**src/rtl/stq_pkg.sv**
```systemverilog
// Package with widths, codes and item types of the sorted timer queue.
package stq_pkg;

    localparam int TIMER_COUNT = 16;
    localparam int FIRE_LIMIT  = 32;
    localparam int IDX_W       = $clog2(TIMER_COUNT);
    localparam int LINK_W      = $clog2(TIMER_COUNT + 1);
    localparam int FIRE_W      = $clog2(FIRE_LIMIT + 1);
    localparam logic [LINK_W-1:0] NONE = LINK_W'(TIMER_COUNT);
    localparam logic [31:0] NS_PER_SEC = 32'd1000000000;

    typedef enum logic [1:0] {
        FUNC_CREATE = 2'd0,
        FUNC_SET    = 2'd1,
        FUNC_DELETE = 2'd2,
        FUNC_CHECK  = 2'd3
    } func_t;

    typedef enum logic [1:0] {
        ST_OK      = 2'd0,
        ST_NO_FREE = 2'd1,
        ST_BAD_NUM = 2'd2,
        ST_BAD_VAL = 2'd3
    } status_t;

    typedef struct packed {
        logic [63:0] now_time;
        logic [31:0] interval_nanoseconds;
        logic [31:0] interval_seconds;
        logic [31:0] value_nanoseconds;
        logic [31:0] value_seconds;
        logic [7:0]  timer_number_in;
        logic [1:0]  func;
    } in_item_t;

    typedef struct packed {
        logic        last;
        logic        resume_now;
        logic [63:0] rearm_delay;
        logic        rearm_valid;
        logic [3:0]  timer_number;
        logic        kind;
        logic [1:0]  status;
    } out_item_t;

endpackage

```
**src/rtl/stq_mul.sv**
```systemverilog
// Shift-and-add multiplier that turns a seconds count into nanoseconds.
module stq_mul (
    input  logic        aclk,
    input  logic        aresetn,
    input  logic        start,
    input  logic [30:0] seconds,
    output logic        done,
    output logic [63:0] product
);
    import stq_pkg::*;

    logic [30:0] mplr_reg, mplr_next;
    logic [63:0] acc_reg, acc_next;
    logic [63:0] mcnd_reg, mcnd_next;
    logic [4:0]  cnt_reg, cnt_next;
    logic        busy_reg, busy_next;

    // One multiplier bit per cycle.
    always_comb begin
        mplr_next = mplr_reg;
        acc_next  = acc_reg;
        mcnd_next = mcnd_reg;
        cnt_next  = cnt_reg;
        busy_next = busy_reg;
        if (start) begin
            mplr_next = seconds;
            acc_next  = 64'd0;
            mcnd_next = {32'd0, NS_PER_SEC};
            cnt_next  = 5'd0;
            busy_next = 1'b1;
        end else if (busy_reg) begin
            if (mplr_reg[0]) begin
                acc_next = acc_reg + mcnd_reg;
            end
            mplr_next = mplr_reg >> 1;
            mcnd_next = mcnd_reg << 1;
            cnt_next  = cnt_reg + 5'd1;
            if (cnt_reg == 5'd30) begin
                busy_next = 1'b0;
            end
        end
    end

    // The product is ready whenever no multiplication is running.
    assign done    = !busy_reg;
    assign product = acc_reg;

    always_ff @(posedge aclk) begin
        if (!aresetn) begin
            busy_reg <= 1'b0;
            cnt_reg  <= 5'd0;
        end else begin
            busy_reg <= busy_next;
            cnt_reg  <= cnt_next;
        end
        mplr_reg <= mplr_next;
        acc_reg  <= acc_next;
        mcnd_reg <= mcnd_next;
    end
endmodule

```
**src/rtl/sorted_timer_queue.sv**
```systemverilog
// Top level of the sorted timer queue: timer table, list walker and result output.
//
// One input item is worked on at a time and s_tready stays low until all of its
// results are delivered. Create, a delete of a free timer and errors go straight
// to the final result; a delete that frees a timer first unlinks it. A set converts
// both times with one shared 31-step multiplier and then walks the sorted list, one
// entry per cycle. A check unlinks each expired timer and walks the list again for
// each periodic rearm, and at most FIRE_LIMIT notices precede the final result. The
// walk over the linked list, one entry per cycle, sets the insertion time. After
// reset the free chain is built by one pass over all TIMER_COUNT entries before the
// first item.
module sorted_timer_queue (
    input  logic         aclk,
    input  logic         aresetn,
    input  logic         s_tvalid,
    output logic         s_tready,
    // Fields from bit 0 up: func, timer_number_in, value_seconds,
    // value_nanoseconds, interval_seconds, interval_nanoseconds, now_time.
    input  logic [207:0] s_tdata,
    output logic         m_tvalid,
    input  logic         m_tready,
    // Fields from bit 0 up: status, timer_number, rearm_valid, rearm_delay,
    // resume_now.
    output logic [71:0]  m_tdata,
    // Field: kind.
    output logic         m_tuser,
    output logic         m_tlast
);
    import stq_pkg::*;

    typedef enum logic [15:0] {
        S_INIT    = 16'h0001,
        S_IDLE    = 16'h0002,
        S_DECODE  = 16'h0004,
        S_MUL_V   = 16'h0008,
        S_MUL_I   = 16'h0010,
        S_UNLINK  = 16'h0020,
        S_UNLINK2 = 16'h0040,
        S_WALK    = 16'h0080,
        S_LINK    = 16'h0100,
        S_LINK2   = 16'h0200,
        S_CHECK   = 16'h0400,
        S_FIRE    = 16'h0800,
        S_FINAL   = 16'h1000,
        S_FINAL2  = 16'h2000,
        S_OUT     = 16'h4000,
        S_DELFREE = 16'h8000
    } state_t;

    // Timer table.
    logic [LINK_W-1:0] next_mem [TIMER_COUNT];
    logic [LINK_W-1:0] prev_mem [TIMER_COUNT];
    logic [63:0]       dl_mem   [TIMER_COUNT];
    logic [63:0]       per_mem  [TIMER_COUNT];
    logic [TIMER_COUNT-1:0] active_reg, allocated_reg;
    logic [LINK_W-1:0] head_reg, free_reg;

    state_t            state_reg;
    in_item_t          item_reg;
    out_item_t         out_reg;
    logic              out_valid_reg;
    logic [IDX_W-1:0]  t_reg;
    logic [LINK_W-1:0] cur_reg, before_reg;
    logic [63:0]       vns_reg, ins_reg, new_dl_reg;
    logic              insert_reg, to_free_reg, from_check_reg;
    logic [FIRE_W-1:0] fire_reg;
    logic [LINK_W-1:0] init_reg;
    logic              mul_start;
    logic [30:0]       mul_sec;
    logic              mul_done;
    logic [63:0]       mul_prod;
    logic              wait_reg;

    stq_mul u_mul (
        .aclk    (aclk),
        .aresetn (aresetn),
        .start   (mul_start),
        .seconds (mul_sec),
        .done    (mul_done),
        .product (mul_prod)
    );

    // A time field is valid when both parts are non-negative and ns is in range.
    function automatic logic time_ok(input logic [31:0] sec, input logic [31:0] ns);
        time_ok = !sec[31] && !ns[31] && (ns < NS_PER_SEC);
    endfunction

    // Result item with only a status and a timer number filled in.
    function automatic out_item_t early_out(input status_t st, input logic [3:0] num);
        early_out = '0;
        early_out.status = st;
        early_out.timer_number = num;
    endfunction

    // Expiry notice for one timer.
    function automatic out_item_t notice_out(input logic [3:0] num);
        notice_out = '0;
        notice_out.kind = 1'b1;
        notice_out.timer_number = num;
    endfunction

    // Final result: keeps status and number, adds the head information.
    function automatic out_item_t final_out(input out_item_t prev, input logic have_head,
                                            input logic [63:0] dl, input logic [63:0] now);
        final_out = '0;
        final_out.status = prev.status;
        final_out.timer_number = prev.timer_number;
        final_out.last = 1'b1;
        if (have_head) begin
            if (dl > now) begin
                final_out.rearm_valid = 1'b1;
                final_out.rearm_delay = dl - now;
            end else begin
                final_out.resume_now = 1'b1;
            end
        end
    endfunction

    logic [IDX_W-1:0] id_idx;
    logic [IDX_W-1:0] cur_idx, head_idx;
    assign id_idx   = item_reg.timer_number_in[IDX_W-1:0];
    assign cur_idx  = cur_reg[IDX_W-1:0];
    assign head_idx = head_reg[IDX_W-1:0];

    assign s_tready = (state_reg == S_IDLE);
    assign m_tvalid = out_valid_reg;
    assign m_tdata  = {out_reg.resume_now, out_reg.rearm_delay,
                       out_reg.rearm_valid, out_reg.timer_number, out_reg.status};
    assign m_tuser  = out_reg.kind;
    assign m_tlast  = out_reg.last;

    // The value product is started on decode, the interval product once it is done.
    assign mul_start = ((state_reg == S_DECODE) && (item_reg.func == FUNC_SET) && !wait_reg)
                       || ((state_reg == S_MUL_V) && !wait_reg && mul_done);
    assign mul_sec   = (state_reg == S_MUL_V) ? item_reg.interval_seconds[30:0]
                                              : item_reg.value_seconds[30:0];

    always_ff @(posedge aclk) begin
        if (!aresetn) begin
            state_reg     <= S_INIT;
            init_reg      <= '0;
            head_reg      <= NONE;
            free_reg      <= '0;
            active_reg    <= '0;
            allocated_reg <= '0;
            out_valid_reg <= 1'b0;
            wait_reg      <= 1'b0;
        end else begin
            if (out_valid_reg && m_tready) begin
                out_valid_reg <= 1'b0;
            end
            case (state_reg)
                // Build the free chain.
                S_INIT: begin
                    next_mem[init_reg[IDX_W-1:0]] <= init_reg + LINK_W'(1);
                    init_reg <= init_reg + LINK_W'(1);
                    if (init_reg == LINK_W'(TIMER_COUNT - 1)) begin
                        state_reg <= S_IDLE;
                    end
                end
                S_IDLE: begin
                    if (s_tvalid) begin
                        item_reg       <= s_tdata[201:0];
                        fire_reg       <= '0;
                        from_check_reg <= 1'b0;
                        wait_reg       <= 1'b0;
                        state_reg      <= S_DECODE;
                    end
                end
                S_DECODE: begin
                    case (item_reg.func)
                        FUNC_CREATE: begin
                            if (free_reg == NONE) begin
                                out_reg <= early_out(ST_NO_FREE, 4'd0);
                            end else begin
                                free_reg <= next_mem[free_reg[IDX_W-1:0]];
                                next_mem[free_reg[IDX_W-1:0]] <= NONE;
                                allocated_reg[free_reg[IDX_W-1:0]] <= 1'b1;
                                out_reg <= early_out(ST_OK, 4'(free_reg));
                            end
                            state_reg <= S_FINAL;
                        end
                        FUNC_SET: begin
                            if (item_reg.timer_number_in >= 8'(TIMER_COUNT)
                                || !allocated_reg[id_idx]) begin
                                out_reg <= early_out(ST_BAD_NUM, 4'd0);
                                state_reg <= S_FINAL;
                            end else if (!time_ok(item_reg.value_seconds,
                                                  item_reg.value_nanoseconds)
                                         || !time_ok(item_reg.interval_seconds,
                                                     item_reg.interval_nanoseconds)) begin
                                out_reg <= early_out(ST_BAD_VAL, 4'd0);
                                state_reg <= S_FINAL;
                            end else begin
                                out_reg   <= '0;
                                t_reg     <= id_idx;
                                wait_reg  <= 1'b1;
                                state_reg <= S_MUL_V;
                            end
                        end
                        FUNC_DELETE: begin
                            if (item_reg.timer_number_in >= 8'(TIMER_COUNT)) begin
                                out_reg <= early_out(ST_BAD_NUM, 4'd0);
                                state_reg <= S_FINAL;
                            end else if (allocated_reg[id_idx]) begin
                                out_reg     <= '0;
                                t_reg       <= id_idx;
                                to_free_reg <= 1'b1;
                                insert_reg  <= 1'b0;
                                state_reg   <= S_UNLINK;
                            end else begin
                                out_reg   <= '0;
                                state_reg <= S_FINAL;
                            end
                        end
                        default: begin
                            out_reg <= '0;
                            from_check_reg <= 1'b1;
                            state_reg <= S_CHECK;
                        end
                    endcase
                end
                // Value seconds in progress; then start on the interval.
                S_MUL_V: begin
                    if (wait_reg) begin
                        wait_reg <= 1'b0;
                    end else if (mul_done) begin
                        vns_reg <= mul_prod + {32'd0, item_reg.value_nanoseconds};
                        state_reg <= S_MUL_I;
                        wait_reg <= 1'b1;
                    end
                end
                S_MUL_I: begin
                    if (wait_reg) begin
                        wait_reg <= 1'b0;
                    end else if (mul_done) begin
                        ins_reg <= mul_prod + {32'd0, item_reg.interval_nanoseconds};
                        to_free_reg <= 1'b0;
                        insert_reg <= 1'b1;
                        state_reg <= S_UNLINK;
                    end
                end
                // Remove timer t_reg from the active list if it is there.
                S_UNLINK: begin
                    if (active_reg[t_reg]) begin
                        if (prev_mem[t_reg] == NONE) begin
                            head_reg <= next_mem[t_reg];
                        end else begin
                            next_mem[prev_mem[t_reg][IDX_W-1:0]] <= next_mem[t_reg];
                        end
                        if (next_mem[t_reg] != NONE) begin
                            prev_mem[next_mem[t_reg][IDX_W-1:0]] <= prev_mem[t_reg];
                        end
                        active_reg[t_reg] <= 1'b0;
                    end
                    state_reg <= S_UNLINK2;
                end
                // Decide what follows the removal once the head is settled.
                S_UNLINK2: begin
                    if (to_free_reg) begin
                        state_reg <= S_DELFREE;
                    end else if (from_check_reg) begin
                        if (per_mem[t_reg] != 64'd0) begin
                            new_dl_reg <= dl_mem[t_reg] + per_mem[t_reg];
                            cur_reg    <= head_reg;
                            before_reg <= NONE;
                            state_reg  <= S_WALK;
                        end else begin
                            state_reg <= S_FIRE;
                        end
                    end else if (insert_reg && (vns_reg != 64'd0 || ins_reg != 64'd0)) begin
                        new_dl_reg <= vns_reg + item_reg.now_time;
                        per_mem[t_reg] <= ins_reg;
                        cur_reg    <= head_reg;
                        before_reg <= NONE;
                        state_reg  <= S_WALK;
                    end else begin
                        state_reg <= S_FINAL;
                    end
                end
                S_DELFREE: begin
                    next_mem[t_reg] <= free_reg;
                    free_reg <= LINK_W'(t_reg);
                    allocated_reg[t_reg] <= 1'b0;
                    state_reg <= S_FINAL;
                end
                // Step past every entry whose deadline is not above the new one.
                S_WALK: begin
                    if (cur_reg != NONE && new_dl_reg >= dl_mem[cur_idx]) begin
                        before_reg <= cur_reg;
                        cur_reg    <= next_mem[cur_idx];
                    end else begin
                        state_reg <= S_LINK;
                    end
                end
                S_LINK: begin
                    dl_mem[t_reg]   <= new_dl_reg;
                    next_mem[t_reg] <= cur_reg;
                    prev_mem[t_reg] <= before_reg;
                    active_reg[t_reg] <= 1'b1;
                    state_reg <= S_LINK2;
                end
                // Point the neighbors at the inserted timer.
                S_LINK2: begin
                    if (before_reg == NONE) begin
                        head_reg <= LINK_W'(t_reg);
                    end else begin
                        next_mem[before_reg[IDX_W-1:0]] <= LINK_W'(t_reg);
                    end
                    if (cur_reg != NONE) begin
                        prev_mem[cur_idx] <= LINK_W'(t_reg);
                    end
                    state_reg <= from_check_reg ? S_FIRE : S_FINAL;
                end
                // Decide whether the head has expired.
                S_CHECK: begin
                    if (!out_valid_reg) begin
                        if (fire_reg != FIRE_W'(FIRE_LIMIT) && head_reg != NONE
                            && dl_mem[head_idx] < item_reg.now_time) begin
                            t_reg       <= head_idx;
                            to_free_reg <= 1'b0;
                            insert_reg  <= 1'b0;
                            state_reg   <= S_UNLINK;
                        end else begin
                            out_reg   <= '0;
                            state_reg <= S_FINAL;
                        end
                    end
                end
                // Emit the notice for t_reg.
                S_FIRE: begin
                    if (!out_valid_reg) begin
                        out_reg <= notice_out(4'(t_reg));
                        out_valid_reg <= 1'b1;
                        fire_reg <= fire_reg + FIRE_W'(1);
                        state_reg <= S_CHECK;
                    end
                end
                // Final result with the head information.
                S_FINAL: begin
                    state_reg <= S_FINAL2;
                end
                S_FINAL2: begin
                    if (!out_valid_reg) begin
                        out_reg <= final_out(out_reg, head_reg != NONE, dl_mem[head_idx],
                                             item_reg.now_time);
                        out_valid_reg <= 1'b1;
                        state_reg <= S_OUT;
                    end
                end
                S_OUT: begin
                    if (out_valid_reg && m_tready) begin
                        state_reg <= S_IDLE;
                    end
                end
                default: state_reg <= S_IDLE;
            endcase
        end
    end
endmodule
```
**config.mk**
```make
export PLATFORM = sky130hd
export DESIGN_NAME = sorted_timer_queue
export DESIGN_NICKNAME = d
export VERILOG_FILES = /design/src/rtl/stq_pkg.sv /design/src/rtl/stq_mul.sv /design/src/rtl/sorted_timer_queue.sv
export SDC_FILE = /design/constraint.sdc
export NUM_CORES = 2
export LEC_CHECK = 0
export BUFFER_PORTS_ARGS = -buffer_cell sky130_fd_sc_hd__clkbuf_2
export CORE_ASPECT_RATIO = 0.9
export CORE_UTILIZATION = 55
export CTS_CLUSTER_DIAMETER = 80
export CTS_CLUSTER_SIZE = 12
export DETAILED_ROUTE_END_ITERATION = 8
export PLACE_DENSITY = 0.71
export SLEW_MARGIN = 40
export SYNTH_ARGS = -nofsm -noshare
export SYNTH_HDL_FRONTEND = slang
export SYNTH_SLANG_ARGS = --single-unit
export TNS_END_PERCENT = 100
```
**constraint.sdc**
```tcl
create_clock -name aclk -period 11.1 [get_ports aclk]
set_input_delay 1.665 -clock aclk [delete_from_list [all_inputs] [get_ports aclk]]
set_output_delay 1.665 -clock aclk [all_outputs]
set_load 0.01 [all_outputs]
```
==> results.py <==
metrics = {
    "floorplan": {
        "initial_core_util_pct": 55.52,
        "dieArea_um2": 266900,
        "row_count": 178,
        "die_height_um": 490.2,
        "die_w_um": 544.5,
        "ioPinCount": 288,
        "core-area_um2": 262400,
    },
    "sta": {
        "fin_setup_tns_ns": 0,
        "setup_viol_count_final": 0,
        "tightest_slew_ns": 1.018,
        "fmax_ghz": 0.1367,
        "slew_violations": 0,
        "fin_skew_ns": 0.06025,
        "fin_crit_ns": 7.316,
        "relSlewSlack_pct": 32.12,
        "finalHoldViolCount": 0,
        "min_period_over_period_pct": 65.91,
        "rsz0062_at_grt": "no",
    },
    "min_path": {
        "holdCritStartpoint": "item_reg[42]$_DFFE_PP_",
        "hold_depth": 0,
        "hp-class": "register to register",
        "hold_path_end": "vns_reg[0]$_DFFE_PP_",
    },
    "global_routing": {
        "track_usage_pct": 34.21,
        "grt.overflow.total": 0,
        "grt_max_degree": 146,
        "grt_pass1_wl_mm": 646.9,
        "grt_pass1_vias": 88660,
        "antenna_found_initial": 29,
    },
    "setup_path": {
        "crit_path_top_delay_cell": "dfxtp_4",
        "critPathMaxFanout": 114,
        "path_cells": "buf_12, mux4_2, mux4_2, ha_1, a21oi_1, o21ai_0, a221o_1, a221oi_1, nand2_1, a21boi_1, o21bai_1, buf_4, o21ai_0, a21oi_1, o21a_4, buf_4",
        "worstPathArrival_ns": 7.89,
        "critPathKind": "register to register",
        "r2r_cells": 16,
        "cp-end-kind": "register",
        "critical-path-max-stage-delay_ns": 0.80,
        "r2r_end": "m_tdata[45]$_DFFE_PP_",
        "r2r_slack_ns": 3.78,
        "required_ns": 11.67,
        "startpoint_type": "register",
    },
    "synth": {
        "yosysTopAreaCell": "edfxtp_1",
        "ys_ff_latch": 2927,
        "synth_edf_count": 2730,
        "synth_flop_cell": "edfxtp_1",
        "syn-cell-area_um2": 145700,
        "syn_nets": 9586,
        "async_flop_share_pct": 0,
        "yosysSeqAreaShare_pct": 58.98,
        "synth_top_area_share_pct": 56.28,
        "synth_top_cells_by_area": "edfxtp_1, mux4_2, ha_1, dfxtp_1, a21oi_1",
        "yosysWarnings": 0,
        "ys_types": 87,
        "synth_cells": 9008,
        "synth.avg_cell_area_um2": 16.17,
    },
    "cells_and_area": {
        "seq_area_um2": 85970,
        "syn2layout_area_growth_pct": 9.835,
        "fillCellCount": 18940,
        "final_cell_count_no_fill": 12840,
        "layout-drive-gt1-share_pct": 24.73,
        "fin_nets": 9820,
        "multi_input_comb_area_um2": 57290,
    },
    "cts": {
        "cts_inserted_buffers": 290,
        "cts_root_buffer": "clkbuf_16",
        "post-cts-setup-buffers": 0,
        "worstSkewPairLatency_ns": 0.90,
        "htreeDepth": 5,
        "clk_pin_slew_ns": 0.06,
        "cts_resized": 0,
        "cts_tree": "done",
        "clock_path_buffers": 4,
        "ctsHoldBuffers": 0,
        "clkSinkCount": 2927,
    },
    "routing": {
        "drtIter0Drc": 13660,
        "drc": 0,
        "wl_mm": 457.0,
        "vias_per_cell": 7.123,
        "vias": 91490,
        "ant_nets": 0,
        "wl_per_cell_um": 35.58,
        "first_pass_iters": 6,
    },
    "run_status": {
        "outcome": "completed",
    },
    "place": {
        "dpl.cell_count": 12450,
        "dp_hpwl_mm": 300.1,
        "io_buffers": 281,
        "place.gp.congestion": 1.036,
    },
    "power_and_ir_drop": {
        "pwr-share-seq_pct": 56.5,
        "power.density_nw_per_um2": 132.6,
        "p_int_mw": 16.94,
        "leakage_nw": 52.14,
        "swShare_pct": 20.15,
        "ir_drop_v": 0.0001649,
        "switchingPower_mw": 4.274,
        "power_frac_comb_pct": 1.4,
        "p_clk_share_pct": 42.1,
    },
    "job": {
        "drv_cap": 0,
    },
}
==> cells in the final DEF, fill, tap and decap left out, types with 53 or more instances in the layout <==
master,n
edfxtp_1,2730
mux4_2,1345
nand2_1,461
a21oi_1,439
nor2_1,404
ha_1,360
clkbuf_16,297
o21ai_0,286
clkbuf_2,281
inv_1,226
xnor2_1,206
dfxtp_1,183
a21o_1,180
mux2i_1,159
nand4_1,132
buf_4,120
nand3_1,118
xor2_1,113
nor3_1,110
nor4_1,81
and3_1,61
a211oi_1,60
o21a_1,56
nor2b_1,54
clkbuf_1,53
==> synth_stat cells (24+ instances only) <==
master and n:
a211oi_1 63, a21o_1 180, a21oi_1 449, a31oi_1 42
and2_1 49, and3_1 64, buf_1 84, buf_2 51
clkbuf_1 370, dfxtp_1 197, edfxtp_1 2730, ha_1 360
inv_1 227, mux2i_1 160, mux4_2 1345, nand2_1 462
nand2b_1 52, nand3_1 118, nand4_1 132, nor2_1 438
nor2b_1 56, nor3_1 112, nor4_1 92, o211ai_1 36
o21a_1 57, o21ai_0 292, o21bai_1 46, o31ai_1 24
xnor2_1 211, xor2_1 115
==> power by group through the flow <==
stage                     Combinational (mW)  Clock (mW)  Sequential [mW]
after floorplan                        0.169           0             12.2
after global placement                 0.283           0             12.2
after detailed placement               0.294           0             12.2
after CTS                              0.295        9.00             12.0
after global routing                   0.322        9.37             12.0
final                                  0.301        8.92             12.0
==> worst max path at each step <==
stage | startpoint | endpoint | slack [ns] | cells past startpoint
after floorplan | register | before_reg[0]$_SDFFCE_PP0N_ | 2.91 | 13
after global placement | register | m_tdata[11]$_DFFE_PP_ | 3.72 | 15
after detailed placement | register | m_tdata[11]$_DFFE_PP_ | 3.65 | 15
after CTS | register | m_tdata[45]$_DFFE_PP_ | 3.61 | 15
after global routing | register | m_tdata[45]$_DFFE_PP_ | 3.60 | 16
final | register | m_tdata[45]$_DFFE_PP_ | 3.78 | 16
==> final cells by class <==
class | count | share of cell area, %
flip-flops and latches | 2927 | 53.73
diodes | 8 | 0.01251
well taps | 3510 | 2.745
repair buffers | 470 | 2.156
multi-input cells | 5323 | 35.81
clock inverters | 25 | 0.2229
inverters | 230 | 0.5443
clock buffers | 351 | 4.778
==> cell families after synthesis <==
| kind of cell | share of synthesized area [%] |
|---|---|
| compound gates | 5.987 |
| buf+inv | 2.072 |
| xor+xnor | 1.960 |
| flops | 58.98 |
| mux | 22.13 |
| fa+ha+maj | 3.175 |
| simple gates | 5.698 |
==> worst max-delay path, delay by kind of cell (launching register included) <==
kind / cells / cell delay [ns]
compound gates: 9 / 2.97
fa+ha+maj: 1 / 0.41
buf+inv: 3 / 1.26
flops: 1 / 0.80
mux: 2 / 1.02
simple gates: 1 / 0.24
==> metal layers <==
metal / share of wire [%] / up-vias / GRT usage [%]
li1: - / 37220 / -
met1: 37 / 46630 / 48.14
met2: 44 / 6595 / 49.15
met3: 14 / 1021 / 10.79
met4: 5.2 / 28 / 15.07
met5: 0.059 / - / 0
==> per-stage QoR <==
| stage | area, um^2 | util [%] | hold WS, ns | total power, mW | worst slack [ns] |
|---|---|---|---|---|---|
| global placement | 151200 | 57.62 | 0.4085 | 12.50 | 3.723 |
| finish | 160000 | 60.99 | 0.4141 | 21.21 | 3.784 |
| CTS | 159700 | 60.87 | 0.4156 | 21.28 | 3.612 |
| detailed placement | 151700 | 57.82 | 0.4063 | 12.52 | 3.646 |
| global route | 160000 | 60.98 | 0.4293 | 21.68 | 3.597 |
| floorplan | 145700 | - | 0.4003 | 12.38 | 2.912 |
No activity file was read; power rests on OpenSTA's default activity.
